### config.mk
export PLATFORM = sky130hd
export DESIGN_NAME = sem_queue
export DESIGN_NICKNAME = d
export VERILOG_FILES = /design/src/sv/sem_pkg.sv /design/src/sv/sem_queue.sv
export SDC_FILE = /design/constraint.sdc
export NUM_CORES = 1
export LEC_CHECK = 0
export BUFFER_PORTS_ARGS = -buffer_cell sky130_fd_sc_hd__buf_2
export CAP_MARGIN = 0
export CORE_MARGIN = 5
export CORE_UTILIZATION = 35
export CTS_BUF_LIST = sky130_fd_sc_hd__clkbuf_4 sky130_fd_sc_hd__clkbuf_8
export CTS_CLUSTER_SIZE = 10
export DETAILED_ROUTE_END_ITERATION = 10
export PLACE_DENSITY = 0.52
export SLEW_MARGIN = 10
export SYNTH_ARGS = -nofsm -noshare
export SYNTH_HDL_FRONTEND = slang
export SYNTH_SLANG_ARGS = --single-unit
export TNS_END_PERCENT = 10
### constraint.sdc
create_clock -name clock -period 1.8 [get_ports clock]
set_input_delay 0.18 -clock clock [delete_from_list [all_inputs] [get_ports clock]]
set_output_delay 0.18 -clock clock [all_outputs]
set_load 0.03 [all_outputs]
### src/sv/sem_pkg.sv
// ----------------------------------------------------------------------------
// Sobel edge map package
// Shared types and constants for the edge map front end, queue and back end.
// ----------------------------------------------------------------------------
package sem_pkg;

   localparam int unsigned CFG_W = 12;
   localparam int unsigned PIX_W = 8;
   localparam int unsigned RGB_W = 3 * PIX_W;

   localparam logic CSR_FRAME_WIDTH  = 1'b0;
   localparam logic CSR_FRAME_HEIGHT = 1'b1;

   localparam logic [CFG_W-1:0] FRAME_WIDTH_RESET  = 12'd640;
   localparam logic [CFG_W-1:0] FRAME_HEIGHT_RESET = 12'd480;
   localparam logic [CFG_W-1:0] FRAME_MIN          = 12'd3;

   localparam int unsigned GRAY_SUM_W = 22;
   localparam logic [GRAY_SUM_W-1:0] GRAY_R_WEIGHT = 22'd4899;
   localparam logic [GRAY_SUM_W-1:0] GRAY_G_WEIGHT = 22'd9617;
   localparam logic [GRAY_SUM_W-1:0] GRAY_B_WEIGHT = 22'd1868;
   localparam logic [GRAY_SUM_W-1:0] GRAY_ROUND    = 22'd8192;
   localparam int unsigned GRAY_SHIFT = 14;

   localparam int unsigned MAG_SQ_W = 21;
   // Largest squared magnitude whose rounded-up root stays below 255.
   localparam logic [MAG_SQ_W-1:0] MAG_SQ_LIMIT = 21'd64516;
   localparam logic [PIX_W-1:0] LEVEL_MAX = 8'd255;

   localparam int unsigned QUEUE_DEPTH = 4;
   localparam int unsigned QPTR_W      = 2;
   localparam int unsigned QCNT_W      = 3;

   typedef struct packed {
      logic [PIX_W-1:0] top;
      logic [PIX_W-1:0] mid;
      logic [PIX_W-1:0] bot;
      logic             emit;
      logic             done;
   } win_entry_type;

endpackage

### src/sv/sem_queue.sv
// ----------------------------------------------------------------------------
// Sobel edge map window queue
// Short first-in first-out store of window columns between front and back end.
// ----------------------------------------------------------------------------
module sem_queue import sem_pkg::*; (
   input  logic          clock,
   input  logic          reset,
   input  logic          push,
   input  win_entry_type push_entry,
   input  logic          pop,
   output win_entry_type pop_entry,
   output logic          full,
   output logic          empty
);

   win_entry_type      slot_ff [QUEUE_DEPTH];
   logic [QPTR_W-1:0]  wr_ptr_ff, rd_ptr_ff;
   logic [QCNT_W-1:0]  count_ff;
   logic               do_push, do_pop;

   assign full      = (count_ff == QCNT_W'(QUEUE_DEPTH));
   assign empty     = (count_ff == '0);
   assign do_push   = push && !full;
   assign do_pop    = pop && !empty;
   assign pop_entry = slot_ff[rd_ptr_ff];

   always_ff @(posedge clock) begin
      if (reset) begin
         wr_ptr_ff <= '0;
         rd_ptr_ff <= '0;
         count_ff  <= '0;
      end else begin
         if (do_push) begin
            wr_ptr_ff <= wr_ptr_ff + QPTR_W'(1);
         end
         if (do_pop) begin
            rd_ptr_ff <= rd_ptr_ff + QPTR_W'(1);
         end
         if (do_push && !do_pop) begin
            count_ff <= count_ff + QCNT_W'(1);
         end else if (do_pop && !do_push) begin
            count_ff <= count_ff - QCNT_W'(1);
         end
      end
   end

   always_ff @(posedge clock) begin
      if (do_push) begin
         slot_ff[wr_ptr_ff] <= push_entry;
      end
   end

endmodule

==> metrics.csv <==
stage;metric;value;unit
synth;dominant synthesized flop cell;edfxtp_1;
clocking;clock root buffer;clkbuf_8;
drt;# DRC;0;
finish;area grow syn2layout;35.3;%
worst_setup_path;startpoint types;register;
floorplan;Core ar.;0.0120;mm2
synth;Post-Synthesis Cells;184;
drt;vias per std cell;4.62;
status;outcome;finished with violations;
floorplan;die height;120;um
status;failing checks;negative setup slack;
floorplan;num rows;40;
synth;register bit total from synthesis;113;
timing;unrepaired setup endpoints after global routing;true;
synth;Mapped Area;0.00425;mm2
drt;WL final;7730;um
finish;Layout Nets;332;
drt;1st-pass router iterations;4;
timing;slew margin rel.;77.5;%
floorplan;initial core utilization;35.5;%
global_routing;global-route wire length before repair;12400;um
clocking;CTS tree;done;
global_routing;largest net degree at the start of global routing;27;
global_routing;number of global-route vias before repair;2330;
global_routing;initial antenna violation count;0;
worst_setup_path;Critical Path End Type;primary output;
power;leakage power;2.00;nW
global_routing;GRT Overall Usage;11.6;%
timing;Setup TNS Final;-1.02;ns
worst_setup_path;worst-path maximum fanout;9;
timing;worst setup margin;-0.0619;ns
floorplan;Top Ports;58;
timing;final setup vio count;27;
timing;Tmin final;1.86;ns
job;max-cap viol count;0;
drt;wire per inst;16.9;um
clocking;Clock Tree Buf Depth;2;
clocking;CTS Sinks;113;
drt;via count;2106;
floorplan;Die W;120;um
clocking;CTS H-tree lvls;4;
timing;Slew @ Worst Pin;0.332;ns
clocking;Clock Latency Late Sink;0.41;ns
place;final RePlAce weighted congestion;0.709;
synth;Syn. warnings;0;
drt;Iteration-0 DRC Markers;158;
synth;EDFF count, synth;104;
timing;Hold Violations, Final;0;
synth;syn nets;220;
worst_setup_path;required time of the critical path;1.62;ns
worst_setup_path;Critical Path AT;1.68;ns
synth;sequential share of the synthesized area;77.8;%
place;DP Area;0.00486;mm2
synth;synthesized area per cell;23.1;um2
worst_setup_path;R2R setup slack;-0.04;ns
finish;Util after Layout;48.0;%
power;peak supply drop;0.600;mV
floorplan;Die ar.;0.0144;mm2
synth;ys async rst share;0;%
clocking;clock slew at reported path FFs;0.07;ns
finish;fillers;1013;
clocking;Num CTS Buffers;17;
min_path;Min-Delay Path Class;in -> reg;
finish;fraction of layout cells with a size suffix above 1;46.3;%
synth;Cell variety after synth;24;
worst_setup_path;WS Path Type;reg -> out;
timing;FMAX;0.537;GHz
drt;ANT nets after route;0;
power;pwr/cell area;1470;mW/mm2
finish;Final Instance Area;0.00575;mm2
place;count of input and output buffers;57;
timing;final worst-path cycle share;103;%
timing;Clock Skews;0.0143;ns
timing;Slew Limit Fails;0;
place;dpl hpwl;4740;um
global_routing;GR Overflow Total;0;
finish;Antenna diodes;0;
what timing repair did:
action / CTS / global route
endpoints found under the hold margin: 104 / 0
endpoints found under the setup margin: 27 / 27
pin swaps: 1 / 1
setup buffers: 0 / 0
resized for setup: 58 / 1
hold buffers: 26 / 0
cloned: 1 / 0
critical path: stages (launching register included):
cell and delay (ns):
dfxtp_4 0.41, buf_12 0.16, mux4_2 0.53, buf_6 0.16
Yosys cell counts (all sizes together), types with 2 or more instances:
cell type,instances,area share [%]
o21ai,2,0.24
mux2i,2,0.47
inv,4,0.35
ha,5,1.5
xor2,4,0.83
edfxtp,104,74
or3,2,0.29
clkbuf,2,0.21
mux4,26,14
a21oi,2,0.24
dfxtp,9,4.2
and2,4,0.59
buf,5,1.4
nor2,6,0.59
nand2b,2,0.29
state kept, by name, indices dropped and copies added (netlist names), named ones only:
| name | cells |
|---|---|
| slot_ff | 104 |
| count_ff | 3 |
| rd_ptr_ff | 2 |
| wr_ptr_ff | 2 |
cell usage in the layout, fill, tap and decap left out, drive strengths merged:
cell type and count:
a21oi 2, and2 4, buf 74, bufinv 3, clkbuf 18, clkinv 8
clkinvlp 3, dfxtp 9, dlygate4sd3 26, edfxtp 104, fa 1, ha 5
inv 4, mux2i 2, mux4 26, nand2b 2, nor2 6, nor3 1
nor3b 1, o21ai 2, o311ai 1, o31ai 1, or3 2, xor2 4
where the power goes:
part	leakage [nW]	switching, mW	internal, mW	total [mW]
Sequential	1.03	0.134	3.18	3.31
Combinational	0.776	1.39	1.38	2.77
Clock	0.199	1.00	1.38	2.38
routing by layer:
metal	part of all wire (%)	track usage, %	vias up
li1	-	-	982
met1	43	13.7	1074
met2	52	19.4	45
met3	3.8	4.81	5
met4	0.66	3.44	0
met5	0	0	-
path summary, 6_finish.rpt:
path,startpoint,cells after the start,endpoint
setup / recovery,register,3,pop_entry[20]
hold / removal,reset,2,count_ff[2]
setup reg to reg,count_ff[1],7,count_ff[2]
hold reg to reg,wr_ptr_ff[1],2,wr_ptr_ff[1]
area by class of cell:
| class | instances | area [um2] | area share [%] |
|---|---|---|---|
| timing repair buffer | 100 | 943 | 16.4 |
| inverter | 4 | 15.0 | 0.261 |
| clock buffer | 18 | 241 | 4.20 |
| tap | 147 | 184 | 3.20 |
| multi-input combinational | 60 | 882 | 15.4 |
| sequential | 113 | 3310 | 57.7 |
| clock inverter | 14 | 166 | 2.90 |
cell families (layout without fill, tap and decap cells):
group,count (synthesis),after routing,synth area share [%]
compound gates,6,6,0.973
xor+xnor,4,4,0.825
simple gates,16,16,2.18
mux,28,28,14.3
buf+inv,11,136,2.00
flops,113,113,77.8
fa+ha+maj,6,6,1.95
per-stage QoR:
stage	total power, mW	setup WS [ns]	hold WS (ns)	cells
floorplan	4.99	-0.0999	0.279	184
global placement	5.64	-0.0297	0.397	397
detailed placement	5.66	-0.0598	0.403	397
CTS	8.60	-0.126	0.00302	456
global route	8.88	-0.168	0.00913	456
finish	8.46	-0.0619	0.0304	456
Power figures use the tool's default switching activity.
