**src/sv/sem_pkg.sv**
```systemverilog
// ----------------------------------------------------------------------------
// Sobel edge map package
// Shared types and constants for the edge map front end, queue and back end.
// ----------------------------------------------------------------------------
package sem_pkg;

   localparam int unsigned CFG_W = 12;
   localparam int unsigned PIX_W = 8;
   localparam int unsigned RGB_W = 3 * PIX_W;

   localparam logic CSR_FRAME_WIDTH  = 1'b0;
   localparam logic CSR_FRAME_HEIGHT = 1'b1;

   localparam logic [CFG_W-1:0] FRAME_WIDTH_RESET  = 12'd640;
   localparam logic [CFG_W-1:0] FRAME_HEIGHT_RESET = 12'd480;
   localparam logic [CFG_W-1:0] FRAME_MIN          = 12'd3;

   localparam int unsigned GRAY_SUM_W = 22;
   localparam logic [GRAY_SUM_W-1:0] GRAY_R_WEIGHT = 22'd4899;
   localparam logic [GRAY_SUM_W-1:0] GRAY_G_WEIGHT = 22'd9617;
   localparam logic [GRAY_SUM_W-1:0] GRAY_B_WEIGHT = 22'd1868;
   localparam logic [GRAY_SUM_W-1:0] GRAY_ROUND    = 22'd8192;
   localparam int unsigned GRAY_SHIFT = 14;

   localparam int unsigned MAG_SQ_W = 21;
   // Largest squared magnitude whose rounded-up root stays below 255.
   localparam logic [MAG_SQ_W-1:0] MAG_SQ_LIMIT = 21'd64516;
   localparam logic [PIX_W-1:0] LEVEL_MAX = 8'd255;

   localparam int unsigned QUEUE_DEPTH = 4;
   localparam int unsigned QPTR_W      = 2;
   localparam int unsigned QCNT_W      = 3;

   typedef struct packed {
      logic [PIX_W-1:0] top;
      logic [PIX_W-1:0] mid;
      logic [PIX_W-1:0] bot;
      logic             emit;
      logic             done;
   } win_entry_type;

endpackage

```
**src/sv/sem_back.sv**
```systemverilog
// ----------------------------------------------------------------------------
// Sobel edge map back end
// Shifts window columns through the taps, forms the Sobel gradients and
// finds the rounded-up magnitude with a two-bits-per-cycle square root.
// ----------------------------------------------------------------------------
module sem_back import sem_pkg::*; (
   input  logic             clock,
   input  logic             reset,
   input  logic             q_empty,
   input  win_entry_type    q_entry,
   output logic             q_pop,
   output logic             rsp_tvalid,
   input  logic             rsp_tready,
   output logic [PIX_W-1:0] rsp_tdata,
   output logic             rsp_tlast
);

   localparam int unsigned GW = PIX_W + 3;
   localparam int unsigned SW = 16;
   localparam int unsigned RW = 11;

   typedef enum logic [1:0] {B_IDLE, B_SQUARE, B_ROOT, B_DONE} back_state_type;

   back_state_type         state_ff;
   logic [PIX_W-1:0]       taps_ff [6];
   logic signed [GW-1:0]   gx_ff, gy_ff;
   logic [SW-1:0]          s_ff;
   logic                   sat_ff;
   logic [RW-1:0]          rem_ff, rem_in;
   logic [PIX_W-1:0]       q_ff, q_in;
   logic [2:0]             step_ff;
   logic                   done_ff;
   logic                   out_valid_ff;
   logic [PIX_W-1:0]       out_level_ff;
   logic                   out_last_ff;

   logic [GW-1:0]          x_pos, x_neg, y_pos, y_neg;
   logic [GW-1:0]          gx_neg, gy_neg;
   logic [GW-2:0]          gx_abs, gy_abs;
   logic [MAG_SQ_W-1:0]    mag_sq;
   logic [RW-1:0]          rem_sh, trial;
   logic [PIX_W:0]         mag, level_wide;
   logic [PIX_W-1:0]       level;
   logic                   out_free;

   assign q_pop = (state_ff == B_IDLE) && !q_empty;

   // Left column is taps 3..5, centre column taps 0..2, right column the entry.
   assign x_pos = GW'(q_entry.top) + {2'b0, q_entry.mid, 1'b0} + GW'(q_entry.bot);
   assign x_neg = GW'(taps_ff[3]) + {2'b0, taps_ff[4], 1'b0} + GW'(taps_ff[5]);
   assign y_pos = GW'(taps_ff[5]) + {2'b0, taps_ff[2], 1'b0} + GW'(q_entry.bot);
   assign y_neg = GW'(taps_ff[3]) + {2'b0, taps_ff[0], 1'b0} + GW'(q_entry.top);

   assign gx_neg = GW'(-gx_ff);
   assign gy_neg = GW'(-gy_ff);
   assign gx_abs = gx_ff[GW-1] ? gx_neg[GW-2:0] : gx_ff[GW-2:0];
   assign gy_abs = gy_ff[GW-1] ? gy_neg[GW-2:0] : gy_ff[GW-2:0];
   assign mag_sq = MAG_SQ_W'(gx_abs) * MAG_SQ_W'(gx_abs) +
                   MAG_SQ_W'(gy_abs) * MAG_SQ_W'(gy_abs);

   always_comb begin
      rem_sh = {rem_ff[RW-3:0], s_ff[SW-1:SW-2]};
      trial  = RW'({q_ff, 2'b01});
      if (rem_sh >= trial) begin
         rem_in = rem_sh - trial;
         q_in   = {q_ff[PIX_W-2:0], 1'b1};
      end else begin
         rem_in = rem_sh;
         q_in   = {q_ff[PIX_W-2:0], 1'b0};
      end
   end

   assign mag        = {1'b0, q_ff} + (PIX_W+1)'(rem_ff != '0);
   assign level_wide = (PIX_W+1)'(LEVEL_MAX) - mag;
   assign level      = sat_ff ? '0 : level_wide[PIX_W-1:0];
   assign out_free   = !out_valid_ff || rsp_tready;

   assign rsp_tvalid = out_valid_ff;
   assign rsp_tdata  = out_level_ff;
   assign rsp_tlast  = out_last_ff;

   always_ff @(posedge clock) begin
      if (reset) begin
         state_ff     <= B_IDLE;
         out_valid_ff <= 1'b0;
         for (int i = 0; i < 6; i++) begin
            taps_ff[i] <= '0;
         end
      end else begin
         if (out_valid_ff && rsp_tready && (state_ff != B_DONE)) begin
            out_valid_ff <= 1'b0;
         end
         case (state_ff)
            B_IDLE: begin
               if (!q_empty) begin
                  taps_ff[3] <= taps_ff[0];
                  taps_ff[4] <= taps_ff[1];
                  taps_ff[5] <= taps_ff[2];
                  taps_ff[0] <= q_entry.top;
                  taps_ff[1] <= q_entry.mid;
                  taps_ff[2] <= q_entry.bot;
                  if (q_entry.emit) begin
                     state_ff <= B_SQUARE;
                  end
               end
            end
            B_SQUARE: begin
               state_ff <= B_ROOT;
            end
            B_ROOT: begin
               if (step_ff == '0) begin
                  state_ff <= B_DONE;
               end
            end
            B_DONE: begin
               if (out_free) begin
                  out_valid_ff <= 1'b1;
                  state_ff     <= B_IDLE;
               end
            end
            default: begin
               state_ff <= B_IDLE;
            end
         endcase
      end
   end

   always_ff @(posedge clock) begin
      case (state_ff)
         B_IDLE: begin
            gx_ff   <= $signed(x_pos) - $signed(x_neg);
            gy_ff   <= $signed(y_pos) - $signed(y_neg);
            done_ff <= q_entry.done;
         end
         B_SQUARE: begin
            sat_ff  <= (mag_sq > MAG_SQ_LIMIT);
            s_ff    <= mag_sq[SW-1:0];
            rem_ff  <= '0;
            q_ff    <= '0;
            step_ff <= 3'd7;
         end
         B_ROOT: begin
            rem_ff  <= rem_in;
            q_ff    <= q_in;
            s_ff    <= {s_ff[SW-3:0], 2'b00};
            step_ff <= step_ff - 3'd1;
         end
         B_DONE: begin
            if (out_free) begin
               out_level_ff <= level;
               out_last_ff  <= done_ff;
            end
         end
         default: begin
            done_ff <= 1'b0;
         end
      endcase
   end

endmodule

```
**config.mk**
```make
export PLATFORM = sky130hd
export DESIGN_NAME = sem_back
export DESIGN_NICKNAME = d
export VERILOG_FILES = /design/src/sv/sem_pkg.sv /design/src/sv/sem_back.sv
export SDC_FILE = /design/constraint.sdc
export NUM_CORES = 1
export LEC_CHECK = 0
export ABC_AREA = 0
export BUFFER_PORTS_ARGS = -buffer_cell sky130_fd_sc_hd__buf_2
export CAP_MARGIN = 20
export CORE_MARGIN = 3
export CORE_UTILIZATION = 55
export DETAILED_ROUTE_END_ITERATION = 6
export GPL_ROUTABILITY_DRIVEN = 0
export PLACE_DENSITY = 0.75
export SLEW_MARGIN = 20
export SYNTH_ARGS = -nofsm -noshare
export SYNTH_HDL_FRONTEND = slang
export SYNTH_SLANG_ARGS = --single-unit
```
**constraint.sdc**
```tcl
create_clock -name clock -period 7.98 [get_ports clock]
set_clock_uncertainty 0.05 [all_clocks]
set_input_delay 1.596 -clock clock [delete_from_list [all_inputs] [get_ports clock]]
set_output_delay 1.596 -clock clock [all_outputs]
set_load 0.01 [all_outputs]
```
==> flow_results.org, run 1 <==
** STA
- After routing, the total negative slack on setup checks comes to 0 ps.
- Fin crit period :: 7733 ps
- Rel. slew slack :: 49.26%
- Part of the cycle the worst path needs :: 96.90%
- For this run, the top clock speed supported by timing is 0.1293 GHz.
- Setup-violating endpoint count in the final report :: 0
- The number of max-slew violations in the final report came to 0.
- For the pin with the worst max-slew slack, the measured transition is 759.6 ps.
- The final-report hold violation count is 0.

** Finish
- Core Util, Final :: 62.48%
- The top cell types in the final layout, fill and taps aside, are 285 x inv_1, 191 x fa_1, 133 x ha_1.
- Antenna diode instance count :: 0
- Leading cell type in the layout, fill and taps excluded :: inv_1
- Cells with a size suffix above 1 make up 10.36% of the layout.
- Fill cell instance count of the final layout :: 1947
- At the end of the flow, the number of nets in the layout was 1703.
- Syn-to-layout area delta :: 10.82%

** Synth
- Largest cells by area after synthesis :: fa_1 29%, edfxtp_1 27%, ha_1 12%, inv_1 8.0%, nor2_1 2.6%
- After synthesis, the mean cell area works out to 10.41 um^2.
- For this run, the number of Yosys warnings is 0.
- Instance count of the mapped netlist :: 1282
- Counting flops with a built-in enable in the synthesized netlist gives 119.
- Net count after synthesis :: 1636
- Area share of the leading cell type in the synthesized netlist :: 28.64%
- Summing every instance area after synthesis gives 13350 um^2.
- Fraction of the yosys area taken by sequential cells :: 27.21%
- In this run, synthesis produced a sequential element count of 122.
- Post-synth top area cell :: fa_1
- Of all flip-flops after synthesis, the portion carrying an async set or reset was 0%.
- Most used DFF post-synth :: edfxtp_1
- Number of different library cells in the post-synthesis netlist :: 56

** GRT
- Antenna violations before repair :: 0
- Summed over all layers, the global routing overflow is 0.
- Global-route total usage across every layer :: 21.83%
- Number of global-route vias before repair :: 9679
- Entering global routing, the biggest net connects 53 pins.
- First-pass GRT wire length :: 45350 um

** Floorplan
- The die is 161.8 um tall.
- The floorplan has 56 rows.
- Die boundary width :: 161.8 um
- The core region is 23680 um^2.
- Once the floorplan was initialized, standard cells occupied 56.38% of the core.
- The floorplan step defined a die boundary enclosing 26180 um^2.
- I/O pin count :: 41

** Clocking
- TritonCTS clock tree :: done
- Clock tree synthesis inserted a total of 17 buffers.
- The tree built by TritonCTS fans out to 122 sinks.
- The later pin in the worst-skew pair is clocked with a latency of 430 ps.
- Buffers inserted to repair hold after CTS numbered 0.
- Buffer cell driving the clock tree root :: clkbuf_16
- Counting along the longest clock path gives a buffer depth of 2.
- After clock tree synthesis, the clock-pin slew on the worst setup and hold paths is 60 ps.
- The H-tree was split into 4 levels.

** Critical path
- STA classifies the critical path endpoint as a flop.
- Crit start category :: flop
- Data on the critical path is required at its endpoint by 8220 ps.
- Along the worst path, the maximum fanout reaches 5.
- Setup Crit Path Kind :: reg2reg
- R2R cell count :: 23
- At the worst endpoint, the arrival time is 7970 ps.

** Hold path
- The worst hold path passes through 0 cells.
- Path class of the lowest-slack min-delay path :: reg2reg

** Drt
- Before antenna repair, the detailed router went through 7 iterations.
- The routed design has 26940 um of wire.
- Vias per inst :: 5.233
- Initial detailed-routing violation count :: 535
- Dividing the detail-routed wire length by the instance count gives 16.04 um.
- The count of nets left with antenna violations once routing finished came out at 0.
- Total number of vias :: 8791
- After detailed routing, the number of remaining DRC violations is 0.

** Placed design
- The count of buffers added on input and output ports is 40.
- After legalization and detailed placement, the total HPWL measured 21890 um.

** Flow run
- The tool flagged a number of max-cap violations equal to 0.

** Run status
- Result of the run :: finished, final reports clean
[state kept, by name, summed over array words and instances, names as in the netlist]
register / flops
rsp_tlast: 1
rsp_tdata: 8
taps_ff: 48
rsp_tvalid: 1
step_ff: 3
done_ff: 1
state_ff: 2
gy_ff: 11
gx_ff: 11
s_ff: 16
q_ff: 8
rem_ff: 11
sat_ff: 1
[what timing repair did]
action	in CTS	in global routing
setup endpoints to repair	1	1
gates resized for setup	2	17
buffers inserted	0	3
[cell usage after synthesis, types with 18 or more instances]
| master | n |
|---|---|
| a21oi_1 | 27 |
| and2_1 | 55 |
| edfxtp_1 | 119 |
| fa_1 | 191 |
| ha_1 | 133 |
| inv_1 | 286 |
| inv_2 | 18 |
| nand2_1 | 85 |
| nor2_1 | 94 |
| o21ai_1 | 28 |
| xnor2_1 | 40 |
| xor2_1 | 27 |
[per-layer routing]
metal / GRT usage (%) / share of wire (%) / vias up
met5: 0 / 0 / -
met3: 4.030 / 3.9 / 47
li1: - / - / 4181
met1: 27.20 / 41 / 4386
met2: 38.78 / 52 / 177
met4: 6.786 / 2.7 / 0
[critical path, cell delays in order, from the launching register on]
cell and delay (ps):
edfxtp_1 440, nor2_1 190, nand4b_1 150, or3_1 350
o31a_1 320, xor2_2 290, nand2_1 200, fa_1 550
fa_1 560, inv_1 50, fa_1 510, fa_1 460
fa_1 520, fa_1 550, inv_1 50, fa_1 490
inv_1 40, ha_1 370, o2111ai_2 170, o21ai_2 200
nand3_2 160, a31o_1 270, or4_1 540, nand4_1 100
[per-stage QoR]
stage,area (um^2),cells,hold WS [ps],worst slack (ps)
2_1_floorplan,13350,1282,350.3,320.2
3_3_place_gp,14060,1646,351.3,315.1
3_5_place_dp,14060,1646,366.7,12.65
4_1_cts,14670,1677,380.0,22.59
5_1_grt,14800,1680,383.3,-48.97
6_report,14800,1680,375.3,247.1
[cells by family after synthesis]
kind of cell / share of synthesized area (%)
compound gates: 6.222
xor+xnor: 4.517
buf+inv: 9.034
fa+ha+maj: 41.10
flops: 27.21
mux: 0.8621
simple gates: 11.05
[final timing paths]
check / startpoint / to / slack [ps]
worst max-delay path: gx_ff[3] / sat_ff / 250
worst min-delay path: done_ff / rsp_tlast / 380
worst min register to register: done_ff / rsp_tlast / 380
worst max register to register: gx_ff[3] / sat_ff / 250
[area by class of cell]
class	count	area, um^2	share of cell area [%]
multi-input cells	839	8635	58.35
clock inverters	14	172.7	1.167
well taps	319	399.1	2.697
flip-flops and latches	122	3633	24.56
repair buffers	65	387.9	2.621
clock buffers	17	425.4	2.875
inverters	304	1144	7.729
Power of run 1 is not shown: default switching activity piles up to over one toggle a cycle in this logic, so the estimate is an artifact.
==> inputs of run 2 (changes only) <==
--- a/config.mk
+++ b/config.mk
@@ -8,11 +8,14 @@
 export ABC_AREA = 0
 export BUFFER_PORTS_ARGS = -buffer_cell sky130_fd_sc_hd__buf_2
 export CAP_MARGIN = 20
+export CELL_PAD_IN_SITES_DETAIL_PLACEMENT = 1
+export CELL_PAD_IN_SITES_GLOBAL_PLACEMENT = 2
+export CORE_ASPECT_RATIO = 1.5
 export CORE_MARGIN = 3
-export CORE_UTILIZATION = 55
+export CORE_UTILIZATION = 39
 export DETAILED_ROUTE_END_ITERATION = 6
 export GPL_ROUTABILITY_DRIVEN = 0
-export PLACE_DENSITY = 0.75
+export PLACE_DENSITY_LB_ADDON = 0.1
 export SLEW_MARGIN = 20
 export SYNTH_ARGS = -nofsm -noshare
 export SYNTH_HDL_FRONTEND = slang
==> run 2 against run 1 <==
  * Global-route usage down 2.5 points
  * Cell area grew 0.60%
  * Final cell count is 6.5% higher
  * Utilization decreased by 18 points
  * Hold slack worse by 2.4 ps
  * Wire length increased by 21%
  * Register-to-register slack better by 150 ps
  * Via count is 0.25% lower
  * Die area rose by 40%
  * Non-clock buffer count is 7 higher
  * Clock-buffer cell count unchanged
  * Critical path depth decreased by 1
==> flow_results.org, run 2 (synthesis results as in run 1) <==
** Run status
- Result of the run :: finished, final reports clean

** Placed design
- Counting tap cells, the placed design contains a total of 1755 instances.
- Total placed instance area :: 14240 um^2
- Estimated wirelength of the detail-placed design :: 28070 um
- During placement, the flow inserted port buffers numbering 40.

** STA
- Final Max Slew Viols :: 0
- Hold Vio Cnt, Final :: 0
- Tightest Pin Transition :: 771.2 ps
- Derived from the worst setup path, the maximum achievable clock frequency is 0.1319 GHz.
- Measured against its own limit, the worst slew margin works out to 48.48%.
- RSZ-0062 raised after global routing :: no
- The clock period could shrink to 7584 ps.
- Summed over all failing endpoints, the final setup total negative slack is 0 ps.
- Setup violations remaining at the end of the flow were counted as 0.
- After layout, the worst path uses 95.04% of the clock period.

** Drt
- Initial detailed-routing violation count :: 211
- Uppermost layer routed :: met4
- The first detailed-routing pass ran for 4 iterations.
- Amount of wire on met3 after detailed routing :: 469 um
- Total detailed-routing wirelength :: 32550 um
- Wire length on met1 :: 11550 um
- After detailed routing, the average wire length per cell comes to 18.20 um.
- Routed length on met2 :: 19660 um
- Number of design rule violations left after detail routing :: 0
- The routed layout has 8769 vias.
- The detail route stage leaves a number of antenna-violating nets equal to 0.
- Vias per inst :: 4.902

** Floorplan
- The total area inside the core boundary comes to 33550 um^2.
- The initial utilization of the core area, before any placement, comes to 39.80%.
- Die Outline Area :: 36540 um^2
- I/O pin count :: 41
- Die boundary width :: 157.1 um
- Site Rows :: 82
- Chip height :: 232.6 um

** Clocking
- CTS saw 122 sinks.
- Hold repair after CTS inserted 0 buffers.
- Count of H-tree levels built during CTS :: 4
- The clock reaches the later pin of the worst-skew pair after 440 ps.
- Clock tree buffer depth :: 2
- Clock slew at reported path FFs :: 60 ps
- TritonCTS built the clock tree.
- CTS buffer count :: 17
- Buffer cell driving the clock tree root :: clkbuf_16

** Finish
- Ranked by flip-flop count, first place goes to taps_ff.
- Share of cells above drive strength 1 :: 10.37%
- Syn-to-layout area delta :: 11.49%
- The multi-input combinational cells in the finished layout cover a total of 8554 um^2.
- After filler insertion, the fill cell instance count of the layout stands at 3756.
- Net count, final :: 1710
- Most frequent cells in the layout :: 286 x inv_1, 191 x fa_1, 133 x ha_1
- The repair_antennas step left the layout with diodes totalling 0.
- The library cell used most frequently in the layout, excluding fill and tap cells, is inv_1.
- Max FFs per register :: 48
- The finished layout holds 1789 standard cells, fillers aside.
- Summing all non-filler instances in the final layout gives an area of 14890 um^2.
- Summing all flip-flop and latch instances after layout gives 3633 um^2.
- In the final layout, the registers with the most flip-flops are taps_ff: 48 flops, s_ff: 16 flops.

** GRT
- The number of antenna violations at the first check in global routing was 0.
- Number of global-route vias before repair :: 10350
- Global-route congestion overflow total :: 0
- Global-route total usage across every layer :: 19.31%
- First-pass GRT wire length :: 53540 um
- Entering global routing, the biggest net connects 53 pins.

** Critical path
- Critical path endpoint category :: flop
- Standard cell with the maximum stage delay on the critical path :: fa_1
- Of all nets on the critical path, the largest fanout is 4.
- Top cell by count, worst path :: fa_1
- Critical path required time :: 8230 ps
- Worst path max stage delay :: 620 ps
- The setup path with the least slack is of type reg2reg.
- Cell-by-cell trace of the critical path :: or4_1 -> o31ai_2 -> xor2_1 -> buf_4 -> nor2_1 -> fa_1 -> fa_1 -> fa_1 -> inv_1 -> fa_1 -> inv_1 -> fa_1 -> inv_1 -> fa_1 -> inv_1 -> ha_1 -> ha_1 -> a21oi_1 -> a21oi_1 -> a31o_1 -> or4_1 -> nand4_1
- STA classifies the critical path startpoint as a flop.
- Critical path arrival :: 7840 ps

** Flow run
- Max-cap violations in this run came to 0.

** Hold path
- Path class of the lowest-slack min-delay path :: reg2reg
-- run 2: cell count changes in the layout (fill, tap and decap cells not counted), moves of 2 or more --
cell and change:
buf_4 +6, inv_6 +4, xnor2_2 -2, xnor2_1 +2, xor2_1 +2
-- run 2: worst paths after layout --
path,startpoint,endpoint,slack (ps),cells after the start
min reg2reg,done_ff,rsp_tlast,370,0
max,gy_ff[8],sat_ff,400,22
min,done_ff,rsp_tlast,370,0
max reg2reg,gy_ff[8],sat_ff,400,22
-- run 2: timing repair --
action,CTS,global route
setup endpoints to repair,0,1
gates resized for setup,0,9
setup buffers,0,2
hold endpoints to repair,0,0
-- run 2: layout make-up --
cell class | count | share of cell area, %
Clock buffer | 17 | 2.858
Inverter | 304 | 7.666
Tap cell | 420 | 3.530
Timing Repair Buffer | 72 | 2.984
Clock inverter | 15 | 1.084
Sequential cell | 122 | 24.41
Multi-Input combinational cell | 839 | 57.47
-- run 2: worst max-delay path, delay by kind of cell, from the launching register on --
family	cells	cell delay (ps)
compound gates	4	950
xor+xnor	1	350
fa+ha+maj	8	3970
buf+inv	5	430
flops	1	450
simple gates	4	1230
-- run 2: per-stage QoR --
stage / setup slack (ps) / utilization, % / hold WS [ps]
CTS: 67.80 / 44.21 / 371.5
finish: 395.8 / 44.37 / 372.9
global route: 20.33 / 44.37 / 378.7
floorplan: 320.2 / - / 350.3
global placement: 190.1 / 42.45 / 352.1
detailed placement: 109.4 / 42.46 / 356.1
-- run 2: metal layers --
layer | up-vias | global-route usage (%)
met5 | - | 0
met4 | 0 | 6.052
met3 | 37 | 2.307
met2 | 72 | 39.68
met1 | 4473 | 19.59
li1 | 4187 | -
Power of run 2 is left out for the same reason.
==> inputs of run 3 (changes only) <==
--- a/config.mk
+++ b/config.mk
@@ -15,6 +15,7 @@
 export CORE_UTILIZATION = 39
 export DETAILED_ROUTE_END_ITERATION = 6
 export GPL_ROUTABILITY_DRIVEN = 0
+export MAX_ROUTING_LAYER = met4
 export PLACE_DENSITY_LB_ADDON = 0.1
 export SLEW_MARGIN = 20
 export SYNTH_ARGS = -nofsm -noshare
==> constraint.sdc (replaced) <==
create_clock -name clock -period 7.98 [get_ports clock]
set_clock_uncertainty 0.05 [all_clocks]
set_input_delay 0.399 -clock clock [delete_from_list [all_inputs] [get_ports clock]]
set_output_delay 0.399 -clock clock [all_outputs]
set_load 0.01 [all_outputs]
==> run 3 against run 2 <==
  * Clock-buffer cell count unchanged
  * Highest routed layer unchanged
  * Die area did not move
  * Final cell count stayed put
  * Via count about the same
==> flow_results.org, run 3 (synthesis results as in run 1) <==
** Floorplan
- Chip height :: 232.6 um
- The initial utilization of the core area, before any placement, comes to 39.80%.
- Row generation in the floorplan step produced 82 rows.
- The die covers 36540 um^2.
- Die boundary width :: 157.1 um
- Core region area :: 33550 um^2
- In this run the count of I/O pins placed on the die edge is 41.

** Clocking
- TritonCTS created 17 clock buffers.
- Cts hold-fix bufs :: 0
- The clock tree synthesis step divided the H-tree into 4 levels.
- Clock tree synthesis found a total of 122 sinks.
- The later pin in the worst-skew pair is clocked with a latency of 430 ps.
- Clock tree buffer depth :: 2
- Buffer cell driving the clock tree root :: clkbuf_16
- Clock-pin slew was measured on the worst setup and hold paths at 60 ps.
- TritonCTS clock tree :: done

** STA
- In the final timing run, aggregate negative setup slack is 0 ps.
- In the finished design, the share of the clock period the worst path needs comes to 94.97%.
- Setup slack on the critical path of the routed design comes to 401.1 ps.
- Setup repair after global routing left no endpoint under its margin.
- Rel. slew slack :: 49.10%
- For the pin with the worst max-slew slack, the measured transition is 758.1 ps.
- Final Max Slew Viols :: 0
- Fin crit period :: 7579 ps
- Setup-violating endpoint count in the final report :: 0
- Timing would allow up to 0.1319 GHz.
- The final-report hold violation count came to 0.

** Critical path
- Crit start category :: flop
- Setup Crit Path Kind :: reg2reg
- In this run the critical register-to-register path is captured at sat_ff.
- Start of the worst register-to-register path :: gy_ff[1]
- Number of buffer and inverter stages on the critical path :: 6
- R2R cell count :: 25
- STA classifies the critical path endpoint as a flop.
- Worst path max stage delay :: 600 ps
- The setup check on the worst reg-to-reg path leaves a slack of 400 ps.
- Kind of cell adding the most delay to the critical path :: adder cells
- Critical path arrival :: 7830 ps
- Worst-path fanout max :: 4
- Counting stages on the worst path, the most repeated cell is fa_1.
- Data on the critical path is required at its endpoint by 8230 ps.
- Standard cell with the maximum stage delay on the critical path :: fa_1

** GRT
- Antenna violations before repair :: 0
- The first global-routing pass estimated 53560 um of wire.
- After global routing the overflow that remains totals 0.
- Across every metal layer, demand over resource in global routing totals 19.87%.
- Entering global routing, the biggest net connects 53 pins.
- Number of global-route vias before repair :: 10340

** Drt
- Vias per inst :: 4.904
- Initial detailed-routing violation count :: 231
- The final route contains 8773 vias.
- Dividing the detail-routed wire length by the instance count gives 18.20 um.
- Antenna viol nets, final :: 0
- Number of design rule violations left after detail routing :: 0
- First-pass iteration count of the detailed router :: 4
- Total detailed-routing wirelength :: 32550 um

** Finish
- Leaving out fill and tap cells, the most frequent cell in the layout is inv_1.
- The register with the most flip-flops in the layout has 48 of them.
- The area growth from synthesis to layout is 11.49%.
- Net count, final :: 1710
- Share of cells above drive strength 1 :: 10.37%
- The largest registers in the layout are taps_ff: 48 flops, s_ff: 16 flops.
- Reg with most FFs :: taps_ff
- Most frequent cells in the layout :: 286 x inv_1, 191 x fa_1, 133 x ha_1
- Antenna diode instance count :: 0
- Final Non-Filler Cells :: 1789

** Placed design
- Estimated wirelength of the detail-placed design :: 28070 um
- OpenSTA, run right after detailed placement, puts the worst setup slack at 109.4 ps.
- The count of buffers added on input and output ports is 40.
- In this run, placement finished with an instance count of 1755.

** Hold path
- The worst hold path belongs to the class in2reg.
- The path with the worst hold slack has its endpoint at done_ff.
- The worst hold path begins at q_entry[0].
- Hold depth :: 1

** Flow run
- Number of max-capacitance violations reported :: 0

** Run status
- Result of the run :: finished, final reports clean
==> run 3: repair_timing <==
item	in CTS	in global routing
buffers inserted	0	2
resized for setup	0	9
endpoints found under the setup margin	0	1
==> run 3: routing by layer <==
| layer | GRT usage (%) | vias to the layer above | share of wire [%] |
|---|---|---|---|
| li1 | - | 4187 | - |
| met1 | 19.58 | 4484 | 36 |
| met2 | 39.72 | 71 | 61 |
| met3 | 2.233 | 31 | 1.4 |
| met4 | 6.133 | 0 | 2.4 |
| met5 | - | - | 0 |
==> run 3: area by class of cell <==
class | instances | area [um^2]
fillers | 3756 | 18660
clock buffers | 17 | 425.4
repair buffers | 72 | 444.2
flip-flops and latches | 122 | 3633
clock inverters | 15 | 161.4
well taps | 420 | 525.5
inverters | 304 | 1141
multi-input cells | 839 | 8554
==> run 3: stage by stage <==
step | util [%] | instance area [um^2] | hold WS (ps)
floorplan | - | 13350 | 350.3
global placement | 42.45 | 14240 | 352.1
detailed placement | 42.46 | 14240 | 356.1
CTS | 44.21 | 14830 | 56.13
global route | 44.37 | 14890 | 65.07
finish | 44.37 | 14890 | 84.59
==> run 3: worst reg2reg max path: cells and delay by family (launching register included) <==
kind,cells,cell delay [ps]
buffers and inverters,6,550
flip-flops,1,420
XOR/XNOR,1,170
adder cells (fa/ha/maj),9,4110
AO/OA/AOI/OAI,4,980
AND/OR/NAND/NOR,5,1180
==> run 3: how the worst max path moves through the flow <==
stage                     slack (ps)  startpoint  depth (start not counted)      to
after floorplan                  320    gy_ff[0]                         28  sat_ff
after global placement           190    gy_ff[0]                         25  sat_ff
after detailed placement         110    gy_ff[0]                         25  sat_ff
after CTS                         70    gy_ff[0]                         25  sat_ff
after global routing              20    gy_ff[1]                         25  sat_ff
final                            400    gy_ff[1]                         25  sat_ff
Power of run 3 is left out for the same reason.
